--- src/hdl/diffusion_stencil_rhs_unit_assert.svh ---
// ----------------------------------------------------------------------------
// Diffusion stencil RHS assertion macros
// Shared concurrent-check wrappers. Every check is clocked on clk and held
// off while arst_n is low.
// ----------------------------------------------------------------------------
`ifndef DIFFUSION_STENCIL_RHS_UNIT_ASSERT_SVH
`define DIFFUSION_STENCIL_RHS_UNIT_ASSERT_SVH

// consequent checked in the same cycle as the antecedent
`define DSR_ASSERT_SAME(lbl, ante, cons, msg) \
	lbl: assert property (@(posedge clk) disable iff (!arst_n) (ante) |-> (cons)) \
		else $error(msg);

// consequent checked in the cycle after the antecedent
`define DSR_ASSERT_NEXT(lbl, ante, cons, msg) \
	lbl: assert property (@(posedge clk) disable iff (!arst_n) (ante) |=> (cons)) \
		else $error(msg);

`endif

--- src/hdl/dsr_pkg.sv ---
// ----------------------------------------------------------------------------
// dsr_pkg
// Widths, register codes, reset values and the constant functions that build
// the sine and source-amplitude tables of the diffusion stencil RHS unit.
// ----------------------------------------------------------------------------
package dsr_pkg;

	// field widths
	localparam int VAL_W   = 32;             // stencil values, signed Q16
	localparam int IDX_W   = 6;              // row / column index
	localparam int ROM_SIZE = 1 << IDX_W;
	localparam int COEF_W  = 24;             // wide config registers
	localparam int HX_W    = 16;             // two_hx register
	localparam int RATE_W  = 48;             // saturated result
	localparam int Q_FRAC  = 16;             // fractional bits

	// datapath widths
	localparam int TRIG_W  = 18;             // signed Q16 sine, [-1, 1]
	localparam int AMP_W   = 18;             // unsigned Q16 amplitude, [0, 3]
	localparam int NEUM_W  = 18;             // two_hx * sine, Q16
	localparam int SRC_W   = 19;             // amp * sine, Q16
	localparam int LX_W    = 35;             // ul - 2c + ur
	localparam int LY_W    = 34;             // up - 2c + down
	localparam int PX_W    = LX_W + COEF_W + 1;
	localparam int PY_W    = LY_W + COEF_W + 1;
	localparam int SUM_W   = PX_W;
	localparam int MAG_W   = SUM_W - 1;
	localparam int LO_W    = 32;
	localparam int HI_W    = MAG_W - LO_W;
	localparam int PH_W    = COEF_W + HI_W;
	localparam int PL_W    = COEF_W + LO_W;
	localparam int Q_W     = LO_W + Q_FRAC + 1;

	// input accept to result strobe
	localparam int LAT     = 9;

	// register reset values
	localparam logic [COEF_W-1:0] DIFF_RST   = 24'd65536;
	localparam logic [COEF_W-1:0] INV_HX_RST = 24'd3969;
	localparam logic [COEF_W-1:0] INV_HY_RST = 24'd4096;
	localparam logic [HX_W-1:0]   TWO_HX_RST = 16'd2080;

	// saturation limits
	localparam logic signed [RATE_W-1:0] RATE_MAX = {1'b0, {(RATE_W-1){1'b1}}};
	localparam logic signed [RATE_W-1:0] RATE_MIN = {1'b1, {(RATE_W-1){1'b0}}};

	// table build constants, Q30
	localparam logic [63:0] Q30_ONE     = 64'd1 << 30;
	localparam logic [63:0] HALF_PI_Q30 = 64'd1686629713;
	localparam logic [63:0] X_PEAK_Q30  = 64'd644245094;

	typedef enum logic [1:0] {
		CFG_DIFF   = 2'd0,
		CFG_INV_HX = 2'd1,
		CFG_INV_HY = 2'd2,
		CFG_TWO_HX = 2'd3
	} cfg_idx_t;

	// scaled Laplacian in sign-magnitude form
	typedef struct packed {
		logic             neg;
		logic [MAG_W-1:0] mag;
	} mag_t;

	// sin of a Q32 phase in turns, Q16 result; quarter-wave fold + Taylor
	function automatic logic signed [TRIG_W-1:0] sine_q16(input logic [63:0] p);
		logic [63:0] quad;
		logic [63:0] frac;
		logic [63:0] t;
		logic [63:0] a;
		logic [63:0] a2;
		logic [63:0] term;
		logic [63:0] m;
		logic signed [63:0] sum;
		logic signed [TRIG_W-1:0] ms;
		quad = (p >> 30) & 64'd3;
		frac = p & (Q30_ONE - 64'd1);
		t    = quad[0] ? Q30_ONE - frac : frac;
		a    = (t * HALF_PI_Q30) >> 30;
		a2   = (a * a) >> 30;
		term = a;
		sum  = $signed(a);
		term = ((term * a2) >> 30) / 64'd6;   sum = sum - $signed(term);
		term = ((term * a2) >> 30) / 64'd20;  sum = sum + $signed(term);
		term = ((term * a2) >> 30) / 64'd42;  sum = sum - $signed(term);
		term = ((term * a2) >> 30) / 64'd72;  sum = sum + $signed(term);
		term = ((term * a2) >> 30) / 64'd110; sum = sum - $signed(term);
		term = ((term * a2) >> 30) / 64'd156; sum = sum + $signed(term);
		term = ((term * a2) >> 30) / 64'd210; sum = sum - $signed(term);
		if (sum < 0)
			sum = 0;
		if (sum > $signed(Q30_ONE))
			sum = $signed(Q30_ONE);
		m  = ($unsigned(sum) + 64'd8192) >> 14;
		ms = TRIG_W'(m);
		return (quad >= 64'd2) ? -ms : ms;
	endfunction

	// 3*exp(-25*(x-0.6)^2) for a Q30 x, Q16 result; exp(-e/32) then 5 squarings
	function automatic logic [AMP_W-1:0] amp_q16(input logic [63:0] x);
		logic [63:0] d;
		logic [63:0] r;
		logic [63:0] term;
		logic [63:0] v;
		logic signed [63:0] sum;
		logic [AMP_W-1:0] res;
		d = (x > X_PEAK_Q30) ? x - X_PEAK_Q30 : X_PEAK_Q30 - x;
		if (d >= Q30_ONE) begin
			res = '0;
		end else begin
			r    = (64'd25 * ((d * d) >> 30)) >> 5;
			term = Q30_ONE;
			sum  = $signed(Q30_ONE);
			term = ((term * r) >> 30) / 64'd1;  sum = sum - $signed(term);
			term = ((term * r) >> 30) / 64'd2;  sum = sum + $signed(term);
			term = ((term * r) >> 30) / 64'd3;  sum = sum - $signed(term);
			term = ((term * r) >> 30) / 64'd4;  sum = sum + $signed(term);
			term = ((term * r) >> 30) / 64'd5;  sum = sum - $signed(term);
			term = ((term * r) >> 30) / 64'd6;  sum = sum + $signed(term);
			term = ((term * r) >> 30) / 64'd7;  sum = sum - $signed(term);
			term = ((term * r) >> 30) / 64'd8;  sum = sum + $signed(term);
			term = ((term * r) >> 30) / 64'd9;  sum = sum - $signed(term);
			term = ((term * r) >> 30) / 64'd10; sum = sum + $signed(term);
			term = ((term * r) >> 30) / 64'd11; sum = sum - $signed(term);
			term = ((term * r) >> 30) / 64'd12; sum = sum + $signed(term);
			term = ((term * r) >> 30) / 64'd13; sum = sum - $signed(term);
			term = ((term * r) >> 30) / 64'd14; sum = sum + $signed(term);
			term = ((term * r) >> 30) / 64'd15; sum = sum - $signed(term);
			term = ((term * r) >> 30) / 64'd16; sum = sum + $signed(term);
			if (sum < 0)
				sum = 0;
			if (sum > $signed(Q30_ONE))
				sum = $signed(Q30_ONE);
			v = $unsigned(sum);
			for (int k = 0; k < 5; k++) begin
				v = (v * v + (Q30_ONE >> 1)) >> 30;
			end
			res = AMP_W'((64'd3 * v + 64'd8192) >> 14);
		end
		return res;
	endfunction

endpackage

--- src/hdl/dsr_scale.sv ---
// ----------------------------------------------------------------------------
// dsr_scale
// Diffusion constant multiply in two partial products, Q16 rounding toward
// minus infinity, source add and 48-bit saturation.
// ----------------------------------------------------------------------------
module dsr_scale (
	input  logic                                clk,
	input  logic [dsr_pkg::COEF_W-1:0]          diff_coeff,
	input  dsr_pkg::mag_t                       mag_s6,
	input  logic signed [dsr_pkg::SRC_W-1:0]    src_s8,
	output logic signed [dsr_pkg::RATE_W-1:0]   rate_s9,
	output logic                                clipped_s9
);
	import dsr_pkg::*;

	localparam int VW = Q_W + 2;

	logic [PH_W-1:0]         ph_s7;
	logic [PL_W-1:0]         pl_s7;
	logic                    neg_s7;
	logic                    huge_s8;
	logic                    neg_s8;
	logic [Q_W-1:0]          q_s8;

	logic signed [VW-1:0]    qx;
	logic signed [VW-1:0]    srcx;
	logic signed [VW-1:0]    val;
	logic                    ovf;
	logic signed [RATE_W-1:0] rate_d;
	logic                    clip_d;

	// source add and clamp
	always_comb begin
		qx   = $signed({2'b00, q_s8});
		srcx = VW'(src_s8);
		val  = neg_s8 ? srcx - qx : srcx + qx;
		ovf  = (val[VW-1:RATE_W-1] != '0) && (val[VW-1:RATE_W-1] != '1);
		if (huge_s8) begin
			rate_d = neg_s8 ? RATE_MIN : RATE_MAX;
			clip_d = 1'b1;
		end else if (ovf) begin
			rate_d = val[VW-1] ? RATE_MIN : RATE_MAX;
			clip_d = 1'b1;
		end else begin
			rate_d = val[RATE_W-1:0];
			clip_d = 1'b0;
		end
	end

	always_ff @(posedge clk) begin
		// s7: partial products on the high and low magnitude words
		ph_s7      <= diff_coeff * mag_s6.mag[MAG_W-1:LO_W];
		pl_s7      <= diff_coeff * mag_s6.mag[LO_W-1:0];
		neg_s7     <= mag_s6.neg;
		// s8: recombine, round negative values away from zero
		huge_s8    <= |ph_s7[PH_W-1:LO_W];
		q_s8       <= Q_W'({ph_s7[LO_W-1:0], {Q_FRAC{1'b0}}})
		            + Q_W'(pl_s7[PL_W-1:Q_FRAC])
		            + Q_W'(neg_s7 && (|pl_s7[Q_FRAC-1:0]));
		neg_s8     <= neg_s7;
		// s9: result
		rate_s9    <= rate_d;
		clipped_s9 <= clip_d;
	end

endmodule
--- config.mk ---
export PLATFORM = sky130hd
export DESIGN_NAME = dsr_scale
export DESIGN_NICKNAME = d
export VERILOG_FILES = /design/src/hdl/diffusion_stencil_rhs_unit_assert.svh /design/src/hdl/dsr_pkg.sv /design/src/hdl/dsr_scale.sv
export SDC_FILE = /design/constraint.sdc
export NUM_CORES = 2
export LEC_CHECK = 0
export BUFFER_PORTS_ARGS = -buffer_cell sky130_fd_sc_hd__buf_2
export CAP_MARGIN = 20
export CORE_ASPECT_RATIO = 0.6
export CORE_MARGIN = 4
export CORE_UTILIZATION = 40
export CTS_CLUSTER_SIZE = 8
export DETAILED_ROUTE_END_ITERATION = 8
export PLACE_DENSITY = 0.56
export SLEW_MARGIN = 25
export SYNTH_ARGS = -nofsm -noshare
export SYNTH_HDL_FRONTEND = slang
export SYNTH_SLANG_ARGS = --single-unit
--- constraint.sdc ---
create_clock -name clk -period 8.52 [get_ports clk]
set_input_delay 0.426 -clock clk [delete_from_list [all_inputs] [get_ports clk]]
set_output_delay 0.426 -clock clk [all_outputs]
set_load 0.005 [all_outputs]
==> run_results.csv <==
group,metric,value,unit
critical_path,max_stage_delay,0.59,ns
placed_design,port_buffers,152,
cells_and_area,nFillCells,13900,
clock_network,clk_pin_slew,0.05,ns
floorplanning,design.core.area,140000,um^2
cells_and_area,syn2layout_area_growth,6.31,%
sta,slew_viol_final,0,
synthesis,synth_top_family_by_area,"adder cells",
placed_design,dp_hpwl,134000,um
cells_and_area,mostFrequentLayoutCells,"1396 x inv_1, 1207 x fa_1, 810 x nand2_1, 730 x and2_1, 436 x ha_1",
floorplanning,fp.dieW,492,um
synthesis,synthXorXnorAreaFrac,0.0364,
clock_network,htree_num_levels,1,
synthesis,ys_seq_elements,208,
routing,avgViaCountPerCell,5.06,
clock_network,insertion_delay,0.60,ns
synthesis,synth.mux.area_fraction,0.00891,
synthesis,netlist_area,56300,um^2
sta,worst_slew_pin_slew,0.969,ns
synthesis,synthSimpleGateAreaFrac,0.170,
synthesis,syn_nets,8125,
sta,max_freq,129,MHz
floorplanning,die_y,299,um
synthesis,synthAdderAreaFrac,0.526,
run_status,status,"completed",
floorplanning,rows,106,
clock_network,cts_sinks,208,
floorplanning,io_pins,153,
routing,num_vias,41600,
sta,skew,0.0192,ns
global_route,grt_max_degree,60,
routing,ant_nets,0,
global_route,grt_usage,0.230,
sta,hold_viol,0,
synthesis,post_synth.cell_area_avg,8.83,um^2
critical_path,slowest_stage,"buf_2",
floorplanning,start_util,0.404,
placed_design,place_congestion,0.897,
synthesis,synth_top_cell_area_share,0.429,
critical_path,critPathCaptureType,"flip-flop",
sta,rsz0062_at_grt,"no",
cells_and_area,fin_nets,8060,
sta,max_slew_margin,0.354,
synthesis,yosys.area.top_type,"fa_1",
global_route,gr-total-overflow,0,
routing,drc_errors,0,
critical_path,required,8.97,ns
routing,drt_iter0_drc,2904,
sta,finalCritPeriodShare,0.907,
critical_path,crit_path_frequent_cell,"fa_1",
cells_and_area,mostFrequentLayoutCell,"inv_1",
floorplanning,dieArea,147000,um^2
clock_network,cts-root-buf,"clkbuf_16",
synthesis,syn_inst,6378,
hold_path,worstHoldPathType,"input port to flip-flop",
synthesis,synth_flop_cell,"dfxtp_1",
critical_path,crit_path_start_kind,"input port",
clock_network,cts_tree,"done",
global_route,antenna_found_initial,13,
clock_network,cts_resized,0,
sta,min_period,7.73,ns
synthesis,synth_compound_area_frac,0.0690,
sta,finalSetupViolCount,0,
critical_path,cp_max_fo,25,
global_route,grt_pass1_wl,265000,um
synthesis,synth_area_leaders,"fa_1 43%, ha_1 9.7%, inv_1 9.3%",
run,cap_violations,0,
clock_network,cts_buffers,31,
routing,routed_wl,164000,um
cells_and_area,drive_gt1_frac,0.0464,
critical_path,crit_arrival,8.19,ns
synthesis,synthArstFlopShare,0,
clock_network,clockBufferDepth,3,
synthesis,yosys_warnings,0,
routing,post_drt_wl_per_cell,20.0,um
routing,first_pass_iters,5,
global_route,grt_pass1_vias,44600,
sta,fin_tns_setup,0,ns
synthesis,synth_edf_count,0,
critical_path,crit_type,"input port to flip-flop",
synthesis,ys_types,76,
synthesis,ys_seq_area_frac,0.0739,
## kinds of logic after synthesis
kind of cell | Yosys count
simple gates | 1908
compound gates | 608
mux | 50
buf+inv | 1728
xor+xnor | 233
fa+ha+maj | 1643
flops | 208
## worst max-delay path, delay by kind of cell
| family | cells | cell delay (ns) |
|---|---|---|
| xor+xnor | 1 | 0.37 |
| fa+ha+maj | 8 | 3.93 |
| simple gates | 4 | 1.15 |
| buf+inv | 7 | 1.04 |
| compound gates | 6 | 1.23 |
## through the flow
stage	hold WS, ns	std cells	worst slack [ns]	instance area [um^2]	utilization
4_1_cts	0.179	8208	0.869	59800	0.429
3_5_place_dp	0.455	8169	0.282	59000	0.423
3_3_place_gp	0.450	8169	0.367	59000	0.423
5_1_grt	0.215	8209	0.357	59900	0.429
6_report	0.205	8214	0.789	59900	0.429
2_1_floorplan	0.331	6378	1.22	56300	-
## metal layers
layer	share of wire	global-route usage
met5	0	0
met4	0.011	0.0272
met3	0.078	0.0426
met2	0.41	0.334
met1	0.50	0.362
## worst paths after layout
check | from | endpoint | slack, ns | cells after the start
setup / recovery | diff_coeff[9] | pl_s7[42]$_DFF_P_ | 0.79 | 26
hold / removal | src_s8[0] | rate_s9[0]$_DFF_P_ | 0.20 | 4
setup reg to reg | q_s8[4]$_DFF_P_ | rate_s9[44]$_DFF_P_ | 1.50 | 19
hold reg to reg | neg_s7$_DFF_P_ | neg_s8$_DFF_P_ | 0.44 | 0
## synth_stat cells, types with 47 or more instances
library cell and count:
xor2_1 64, nand2_1 810, a21o_1 89, mux2i_1 49, and2_1 730, o21ai_0 81
fa_1 1207, dfxtp_1 208, xnor2_1 168, inv_1 1396, a21oi_1 220, clkbuf_1 315
nor2_1 132, ha_1 436, nor3_1 47
## repair_timing
| action | 4_1_cts | 5_1_grt |
|---|---|---|
| hold endpoints to repair | 1 | 0 |
| hold buffers | 1 | 0 |
| buffers inserted | 0 | 0 |
## flip-flops by register name (all words and copies together), names as in the netlist
register,flops
clipped_s9,1
huge_s8,1
neg_s7,1
neg_s8,1
ph_s7,51
pl_s7,56
q_s8,49
rate_s9,48
## layout make-up
class,instances,area (um^2),area share
Tap cell,1890,2360,0.0395
Multi-Input combinational cell,4442,45600,0.762
Timing Repair Buffer,234,1570,0.0262
Clock inverter,5,90.1,0.00150
Sequential cell,208,4170,0.0696
Antenna cell,6,15.0,0.000251
Inverter,1396,5240,0.0875
Clock buffer,33,783,0.0131
Power is left out: the tool's default activity adds up to more than one toggle a clock period on the data nets, which glitch-free logic cannot reach.
