--- config.mk ---
export PLATFORM = sky130hd
export DESIGN_NAME = dsr_coef
export DESIGN_NICKNAME = d
export VERILOG_FILES = /design/src/hdl/diffusion_stencil_rhs_unit_assert.svh /design/src/hdl/dsr_pkg.sv /design/src/hdl/dsr_coef.sv
export SDC_FILE = /design/constraint.sdc
export NUM_CORES = 2
export LEC_CHECK = 0
export BUFFER_PORTS_ARGS = -buffer_cell sky130_fd_sc_hd__buf_4
export CAP_MARGIN = 20
export CORE_MARGIN = 2
export CORE_UTILIZATION = 60
export CTS_CLUSTER_DIAMETER = 200
export DETAILED_ROUTE_END_ITERATION = 6
export PLACE_DENSITY = 0.78
export SLEW_MARGIN = 30
export SYNTH_ARGS = -nofsm -noshare
export SYNTH_HDL_FRONTEND = slang
export SYNTH_SLANG_ARGS = --single-unit
--- constraint.sdc ---
create_clock -name clk -period 5.84 [get_ports clk]
set_input_delay 0.876 -clock clk [delete_from_list [all_inputs] [get_ports clk]]
set_output_delay 0.876 -clock clk [all_outputs]
set_load 0.01 [all_outputs]
--- src/hdl/diffusion_stencil_rhs_unit_assert.svh ---
// ----------------------------------------------------------------------------
// Diffusion stencil RHS assertion macros
// Shared concurrent-check wrappers. Every check is clocked on clk and held
// off while arst_n is low.
// ----------------------------------------------------------------------------
`ifndef DIFFUSION_STENCIL_RHS_UNIT_ASSERT_SVH
`define DIFFUSION_STENCIL_RHS_UNIT_ASSERT_SVH

// consequent checked in the same cycle as the antecedent
`define DSR_ASSERT_SAME(lbl, ante, cons, msg) \
	lbl: assert property (@(posedge clk) disable iff (!arst_n) (ante) |-> (cons)) \
		else $error(msg);

// consequent checked in the cycle after the antecedent
`define DSR_ASSERT_NEXT(lbl, ante, cons, msg) \
	lbl: assert property (@(posedge clk) disable iff (!arst_n) (ante) |=> (cons)) \
		else $error(msg);

`endif

--- src/hdl/dsr_pkg.sv ---
// ----------------------------------------------------------------------------
// dsr_pkg
// Widths, register codes, reset values and the constant functions that build
// the sine and source-amplitude tables of the diffusion stencil RHS unit.
// ----------------------------------------------------------------------------
package dsr_pkg;

	// field widths
	localparam int VAL_W   = 32;             // stencil values, signed Q16
	localparam int IDX_W   = 6;              // row / column index
	localparam int ROM_SIZE = 1 << IDX_W;
	localparam int COEF_W  = 24;             // wide config registers
	localparam int HX_W    = 16;             // two_hx register
	localparam int RATE_W  = 48;             // saturated result
	localparam int Q_FRAC  = 16;             // fractional bits

	// datapath widths
	localparam int TRIG_W  = 18;             // signed Q16 sine, [-1, 1]
	localparam int AMP_W   = 18;             // unsigned Q16 amplitude, [0, 3]
	localparam int NEUM_W  = 18;             // two_hx * sine, Q16
	localparam int SRC_W   = 19;             // amp * sine, Q16
	localparam int LX_W    = 35;             // ul - 2c + ur
	localparam int LY_W    = 34;             // up - 2c + down
	localparam int PX_W    = LX_W + COEF_W + 1;
	localparam int PY_W    = LY_W + COEF_W + 1;
	localparam int SUM_W   = PX_W;
	localparam int MAG_W   = SUM_W - 1;
	localparam int LO_W    = 32;
	localparam int HI_W    = MAG_W - LO_W;
	localparam int PH_W    = COEF_W + HI_W;
	localparam int PL_W    = COEF_W + LO_W;
	localparam int Q_W     = LO_W + Q_FRAC + 1;

	// input accept to result strobe
	localparam int LAT     = 9;

	// register reset values
	localparam logic [COEF_W-1:0] DIFF_RST   = 24'd65536;
	localparam logic [COEF_W-1:0] INV_HX_RST = 24'd3969;
	localparam logic [COEF_W-1:0] INV_HY_RST = 24'd4096;
	localparam logic [HX_W-1:0]   TWO_HX_RST = 16'd2080;

	// saturation limits
	localparam logic signed [RATE_W-1:0] RATE_MAX = {1'b0, {(RATE_W-1){1'b1}}};
	localparam logic signed [RATE_W-1:0] RATE_MIN = {1'b1, {(RATE_W-1){1'b0}}};

	// table build constants, Q30
	localparam logic [63:0] Q30_ONE     = 64'd1 << 30;
	localparam logic [63:0] HALF_PI_Q30 = 64'd1686629713;
	localparam logic [63:0] X_PEAK_Q30  = 64'd644245094;

	typedef enum logic [1:0] {
		CFG_DIFF   = 2'd0,
		CFG_INV_HX = 2'd1,
		CFG_INV_HY = 2'd2,
		CFG_TWO_HX = 2'd3
	} cfg_idx_t;

	// scaled Laplacian in sign-magnitude form
	typedef struct packed {
		logic             neg;
		logic [MAG_W-1:0] mag;
	} mag_t;

	// sin of a Q32 phase in turns, Q16 result; quarter-wave fold + Taylor
	function automatic logic signed [TRIG_W-1:0] sine_q16(input logic [63:0] p);
		logic [63:0] quad;
		logic [63:0] frac;
		logic [63:0] t;
		logic [63:0] a;
		logic [63:0] a2;
		logic [63:0] term;
		logic [63:0] m;
		logic signed [63:0] sum;
		logic signed [TRIG_W-1:0] ms;
		quad = (p >> 30) & 64'd3;
		frac = p & (Q30_ONE - 64'd1);
		t    = quad[0] ? Q30_ONE - frac : frac;
		a    = (t * HALF_PI_Q30) >> 30;
		a2   = (a * a) >> 30;
		term = a;
		sum  = $signed(a);
		term = ((term * a2) >> 30) / 64'd6;   sum = sum - $signed(term);
		term = ((term * a2) >> 30) / 64'd20;  sum = sum + $signed(term);
		term = ((term * a2) >> 30) / 64'd42;  sum = sum - $signed(term);
		term = ((term * a2) >> 30) / 64'd72;  sum = sum + $signed(term);
		term = ((term * a2) >> 30) / 64'd110; sum = sum - $signed(term);
		term = ((term * a2) >> 30) / 64'd156; sum = sum + $signed(term);
		term = ((term * a2) >> 30) / 64'd210; sum = sum - $signed(term);
		if (sum < 0)
			sum = 0;
		if (sum > $signed(Q30_ONE))
			sum = $signed(Q30_ONE);
		m  = ($unsigned(sum) + 64'd8192) >> 14;
		ms = TRIG_W'(m);
		return (quad >= 64'd2) ? -ms : ms;
	endfunction

	// 3*exp(-25*(x-0.6)^2) for a Q30 x, Q16 result; exp(-e/32) then 5 squarings
	function automatic logic [AMP_W-1:0] amp_q16(input logic [63:0] x);
		logic [63:0] d;
		logic [63:0] r;
		logic [63:0] term;
		logic [63:0] v;
		logic signed [63:0] sum;
		logic [AMP_W-1:0] res;
		d = (x > X_PEAK_Q30) ? x - X_PEAK_Q30 : X_PEAK_Q30 - x;
		if (d >= Q30_ONE) begin
			res = '0;
		end else begin
			r    = (64'd25 * ((d * d) >> 30)) >> 5;
			term = Q30_ONE;
			sum  = $signed(Q30_ONE);
			term = ((term * r) >> 30) / 64'd1;  sum = sum - $signed(term);
			term = ((term * r) >> 30) / 64'd2;  sum = sum + $signed(term);
			term = ((term * r) >> 30) / 64'd3;  sum = sum - $signed(term);
			term = ((term * r) >> 30) / 64'd4;  sum = sum + $signed(term);
			term = ((term * r) >> 30) / 64'd5;  sum = sum - $signed(term);
			term = ((term * r) >> 30) / 64'd6;  sum = sum + $signed(term);
			term = ((term * r) >> 30) / 64'd7;  sum = sum - $signed(term);
			term = ((term * r) >> 30) / 64'd8;  sum = sum + $signed(term);
			term = ((term * r) >> 30) / 64'd9;  sum = sum - $signed(term);
			term = ((term * r) >> 30) / 64'd10; sum = sum + $signed(term);
			term = ((term * r) >> 30) / 64'd11; sum = sum - $signed(term);
			term = ((term * r) >> 30) / 64'd12; sum = sum + $signed(term);
			term = ((term * r) >> 30) / 64'd13; sum = sum - $signed(term);
			term = ((term * r) >> 30) / 64'd14; sum = sum + $signed(term);
			term = ((term * r) >> 30) / 64'd15; sum = sum - $signed(term);
			term = ((term * r) >> 30) / 64'd16; sum = sum + $signed(term);
			if (sum < 0)
				sum = 0;
			if (sum > $signed(Q30_ONE))
				sum = $signed(Q30_ONE);
			v = $unsigned(sum);
			for (int k = 0; k < 5; k++) begin
				v = (v * v + (Q30_ONE >> 1)) >> 30;
			end
			res = AMP_W'((64'd3 * v + 64'd8192) >> 14);
		end
		return res;
	endfunction

endpackage

--- src/hdl/dsr_coef.sv ---
// ----------------------------------------------------------------------------
// dsr_coef
// Table lookups by row and column, Neumann edge term and source term.
// The source term is delayed to line up with the scaled Laplacian.
// ----------------------------------------------------------------------------
module dsr_coef #(
	parameter int GRID_COLS = 64,
	parameter int GRID_ROWS = 64
) (
	input  logic                                 clk,
	input  logic [dsr_pkg::IDX_W-1:0]            row,
	input  logic [dsr_pkg::IDX_W-1:0]            column,
	input  logic [dsr_pkg::HX_W-1:0]             two_hx,
	output logic signed [dsr_pkg::NEUM_W-1:0]    neum_s2,
	output logic signed [dsr_pkg::SRC_W-1:0]     src_s8
);
	import dsr_pkg::*;

	logic signed [TRIG_W-1:0] edge_tab [ROM_SIZE];
	logic signed [TRIG_W-1:0] wave_tab [ROM_SIZE];
	logic [AMP_W-1:0]         amp_tab  [ROM_SIZE];

	logic signed [TRIG_W-1:0] edge_s1;
	logic signed [TRIG_W-1:0] wave_s1;
	logic [AMP_W-1:0]         amp_s1;

	logic signed [HX_W+TRIG_W:0]        neum_prod;
	logic signed [AMP_W+TRIG_W:0]       src_prod;
	logic signed [SRC_W-1:0]            src_s2;
	logic signed [SRC_W-1:0]            src_s3;
	logic signed [SRC_W-1:0]            src_s4;
	logic signed [SRC_W-1:0]            src_s5;
	logic signed [SRC_W-1:0]            src_s6;
	logic signed [SRC_W-1:0]            src_s7;

	// constant tables, built at elaboration
	for (genvar i = 0; i < ROM_SIZE; i++) begin : g_rom
		localparam longint unsigned EDGE_NUM = (3 * i) % GRID_ROWS;
		localparam longint unsigned WAVE_NUM = i % GRID_ROWS;
		localparam logic [63:0] EDGE_PH = (64'(EDGE_NUM) << 32) / 64'(GRID_ROWS);
		localparam logic [63:0] WAVE_PH = (64'(WAVE_NUM) << 32) / 64'(GRID_ROWS);
		localparam logic [63:0] X_Q30   = (64'(i) << 30) / 64'(GRID_COLS - 1);
		localparam logic signed [TRIG_W-1:0] EDGE_V = sine_q16(EDGE_PH);
		localparam logic signed [TRIG_W-1:0] WAVE_V = sine_q16(WAVE_PH);
		localparam logic [AMP_W-1:0]         AMP_V  = amp_q16(X_Q30);
		assign edge_tab[i] = EDGE_V;
		assign wave_tab[i] = WAVE_V;
		assign amp_tab[i]  = AMP_V;
	end

	// products, floor to Q16
	assign neum_prod = $signed({1'b0, two_hx}) * edge_s1;
	assign src_prod  = $signed({1'b0, amp_s1}) * wave_s1;

	// s1 lookup, s2 products, s3..s8 source delay
	always_ff @(posedge clk) begin
		edge_s1 <= edge_tab[row];
		wave_s1 <= wave_tab[row];
		amp_s1  <= amp_tab[column];
		neum_s2 <= neum_prod[NEUM_W+Q_FRAC-1:Q_FRAC];
		src_s2  <= src_prod[SRC_W+Q_FRAC-1:Q_FRAC];
		src_s3  <= src_s2;
		src_s4  <= src_s3;
		src_s5  <= src_s4;
		src_s6  <= src_s5;
		src_s7  <= src_s6;
		src_s8  <= src_s7;
	end

endmodule

==> qor.csv <==
stage;metric;value;unit
outcome;run_status;complete, no violations;
critical_path;timing.critical_path.from;two_hx[6];
critical_path;path_common_cell;fa_1;
layout;synthToLayoutAreaGrowth;12.34;%
layout;num-fill-cells;3667;
yosys;synth.net_count;4147;
drt;post_drt_wl_per_cell;18.47;um
yosys;synth_compound_area_share;9.514;%
critical_path;cp_data_arrival_time;6.19;ns
critical_path;timing.setup.critical_path_class;input pin to register;
drt;num_vias;23457;
place;detailedPlacementHpwl;60280;um
global_routing;grt_start_max_net_pins;95;
yosys;main_combinational_cell_family_by_area_after_synthesis;adder cells;
yosys;synth_commonest_cells;697 x inv_1, 541 x fa_1, 439 x nand2_1;
floorplanning;die_w;226.0;um
sta;final.period_utilization;98.14;%
layout;design.final.nets;4274;
clocking;worst_setup_hold_path_clk_slew;0.06;ns
drt;detail_route.first_pass.iterations;6;
drt;wire_length_reported_by_the_detailed_router;76720;um
sta;report.final.hold_viol_count;0;
critical_path;endpoint_of_the_most_critical_register_to_register_path;neum_s2[12];
yosys;postSynthRegisterBits;205;
drt;antenna_violating_nets_post_route;0;
critical_path;setup.reg_to_reg.worst_slack;0.12;ns
global_routing;antenna_found_initial;1;
layout;ff_latch_area;4184;sq um
floorplanning;start_util;60.55;%
sta;min_period;5.732;ns
drt;dr.first_iter.drc_count;2139;
place;numPlacedInstances;4102;
yosys;netlist_area;29580;sq um
sta;clock-skew-final;0.01098;ns
yosys;ys.flop_type;dfxtp_1;
clocking;postCtsHoldBufs;0;
yosys;post-synth-top-count-cell;inv_1;
global_routing;grt_overflow;0;
yosys;synth.mux.area_fraction;1.548;%
sta;tightest_slew;0.9532;ns
global_routing;grt_pass1_vias;25054;
hold_path;path_type_of_the_worst_min_delay_path;register to register;
clocking;clk_root_buffer_cell;clkbuf_16;
hold_path;min_from;src_s5[9];
yosys;synth-adder-area-share;46.39;%
sta;post-route-worst-setup-slack;0.1085;ns
clocking;clk_path_buf_depth;3;
yosys;post_synth_and_or_nand_nor_area_fraction;16.04;%
critical_path;crit_path_capture_type;register;
floorplanning;die-area;51090;sq um
critical_path;timing.critical_path.to;neum_s2[12];
critical_path;worstRegToRegCells;19;
critical_path;critical_path.max_stage_delay;0.53;ns
layout;antenna_cells;0;
place;gp_congestion;0.9562;
clocking;clock_sinks;205;
yosys;async_flop_share;0;%
sta;timing.final.max_slew_violations;0;
floorplanning;core_outline_area;48850;sq um
place;placement.cell_area;31920;sq um
layout;post-route-cell-area;33230;sq um
clocking;clk-insertion-delay-late;0.55;ns
layout;area_occupied_by_multi_input_gates;22560;sq um
yosys;synth.area.top_cells;fa_1 37%, dfxtp_1 14%, ha_1 9.8%;
global_routing;grt_first_pass_wirelength;125100;um
yosys;count_of_flip_flops_with_a_built_in_enable_after_synthesis;0;
layout;final_core_util;68.02;%
clocking;clock_tree_from_tritoncts;done;
yosys;synthesis.instances;3346;
critical_path;crit_buf_inv;6;
flow_run;max_cap_violations;0;
critical_path;worstSetupStartpointType;input pin;
critical_path;cp_top_family;adder cells;
yosys;synthDominantAreaCellType;fa_1;
floorplanning;die_y;226.0;um
global_routing;grtUsageTotal;30.67;%
yosys;ys_seq_area_share;13.87;%
clocking;cts_made_buffers;23;
critical_path;worstPathMaxFanout;11;
floorplanning;boundaryPins;66;
place;io_buffer_count;65;
yosys;netlist-cell-type-count;87;
critical_path;crit_required;6.30;ns
critical_path;crit_chain;buf_6, buf_6, and2_4, fa_1, inv_1, fa_1, fa_1, inv_2, fa_1, fa_1, inv_1, fa_1, inv_2, ha_4, nand4_1, a211oi_2, o31ai_4, a311oi_4, o21ba_1, nor2_2, o311ai_2;
drt;drc;0;
yosys;yosysTopAreaCellShare;36.62;%
sta;achievable-frequency;174.5;MHz
critical_path;critical_path_cell_count;21;
sta;slew_headroom;36.45;%
layout;fin_cells;4153;
floorplanning;floorplan.rows;81;
drt;post_drt_via_cell_ratio;5.648;
yosys;synth_xor_area_share;1.510;%
critical_path;slowest_stage_cell_crit_path;fa_1;
yosys;ys_warn_count;0;
sta;setup-violations-final;0;
layout;fraction_of_final_layout_cells_sized_beyond_drive_strength_1;13.10;%
yosys;synth.avg_cell_area;8.840;sq um
clocking;cts_htree_levels;1;
critical_path;r2r-start;edge_s1[8];
place;preCtsSetupSlack;-0.5531;ns
[through the flow]
stage | setup TNS, ns | hold WS (ns)
after floorplan | -0.2505 | 0.3096
after global placement | -3.879 | 0.3107
after detailed placement | -6.726 | 0.3121
after CTS | -0.01560 | 0.3240
after global routing | -0.1707 | 0.3261
final | 0 | 0.3207
[worst min path at each step]
stage	end	depth (start not counted)
final	src_s6[9]	0
after global placement	src_s8[12]	0
after CTS	src_s3[1]	0
after detailed placement	src_s5[15]	0
after global routing	src_s6[9]	0
after floorplan	src_s3[0]	0
[what timing repair did]
action,4_1_cts,5_1_grt
setup buffers,0,10
pin swaps,1,35
endpoints found under the hold margin,0,0
resized for setup,18,105
endpoints found under the setup margin,15,28
[registers in the layout, indices dropped and copies added, names as in the netlist]
signal	flops
amp_s1	18
edge_s1	18
neum_s2	18
src_s2	19
src_s3	19
src_s4	19
src_s5	19
src_s6	19
src_s7	19
src_s8	19
wave_s1	18
[cell usage in the layout (no fill, tap or decap), types with 9 or more instances in the layout]
cell type	synthesis	final
fa_1	541	530
dfxtp_4	0	12
a31oi_1	26	26
a211oi_1	23	21
o221ai_1	10	9
dfxtp_1	205	165
buf_12	0	13
inv_1	697	691
mux2i_1	12	12
buf_6	0	12
xnor2_1	35	35
xor2_1	16	16
a311oi_1	10	10
ha_4	0	15
o22ai_1	9	9
nand4_1	9	9
and2_1	292	288
ha_1	231	215
mux4_2	14	14
a21oi_1	140	135
fa_2	0	11
o21ai_0	103	101
nor3_1	31	30
clkbuf_16	0	23
nand2_1	439	437
nor2_1	118	116
buf_4	0	244
and3_1	9	9
o211ai_1	13	13
a21o_1	19	19
nand3_1	30	30
nand2b_1	15	15
dfxtp_2	0	28
[layer usage]
metal / vias to the layer above / routed length (um) / track usage, %
met3: 215 / 6183 / 4.853
met5: - / 0 / 0
met4: 0 / 2734 / 10.36
li1: 10527 / - / -
met1: 11624 / 30450 / 40.29
met2: 1091 / 37350 / 51.96
[cell families after synthesis]
group	count (synthesis)
AO/OA/AOI/OAI	436
XOR/XNOR	51
adder cells (fa/ha/maj)	772
buffers and inverters	871
flip-flops	205
multiplexers	28
AND/OR/NAND/NOR	983
[layout make-up]
| class | count | area share, % |
|---|---|---|
| Timing Repair Buffer | 269 | 6.703 |
| Clock buffer | 28 | 1.879 |
| Sequential cell | 205 | 12.59 |
| Inverter | 704 | 7.953 |
| Tap cell | 664 | 2.500 |
| Clock inverter | 13 | 0.4933 |
| Multi-Input combinational cell | 2270 | 67.88 |
Power is left out: the tool's default activity adds up to more than one toggle a clock period on the data nets, which glitch-free logic cannot reach.
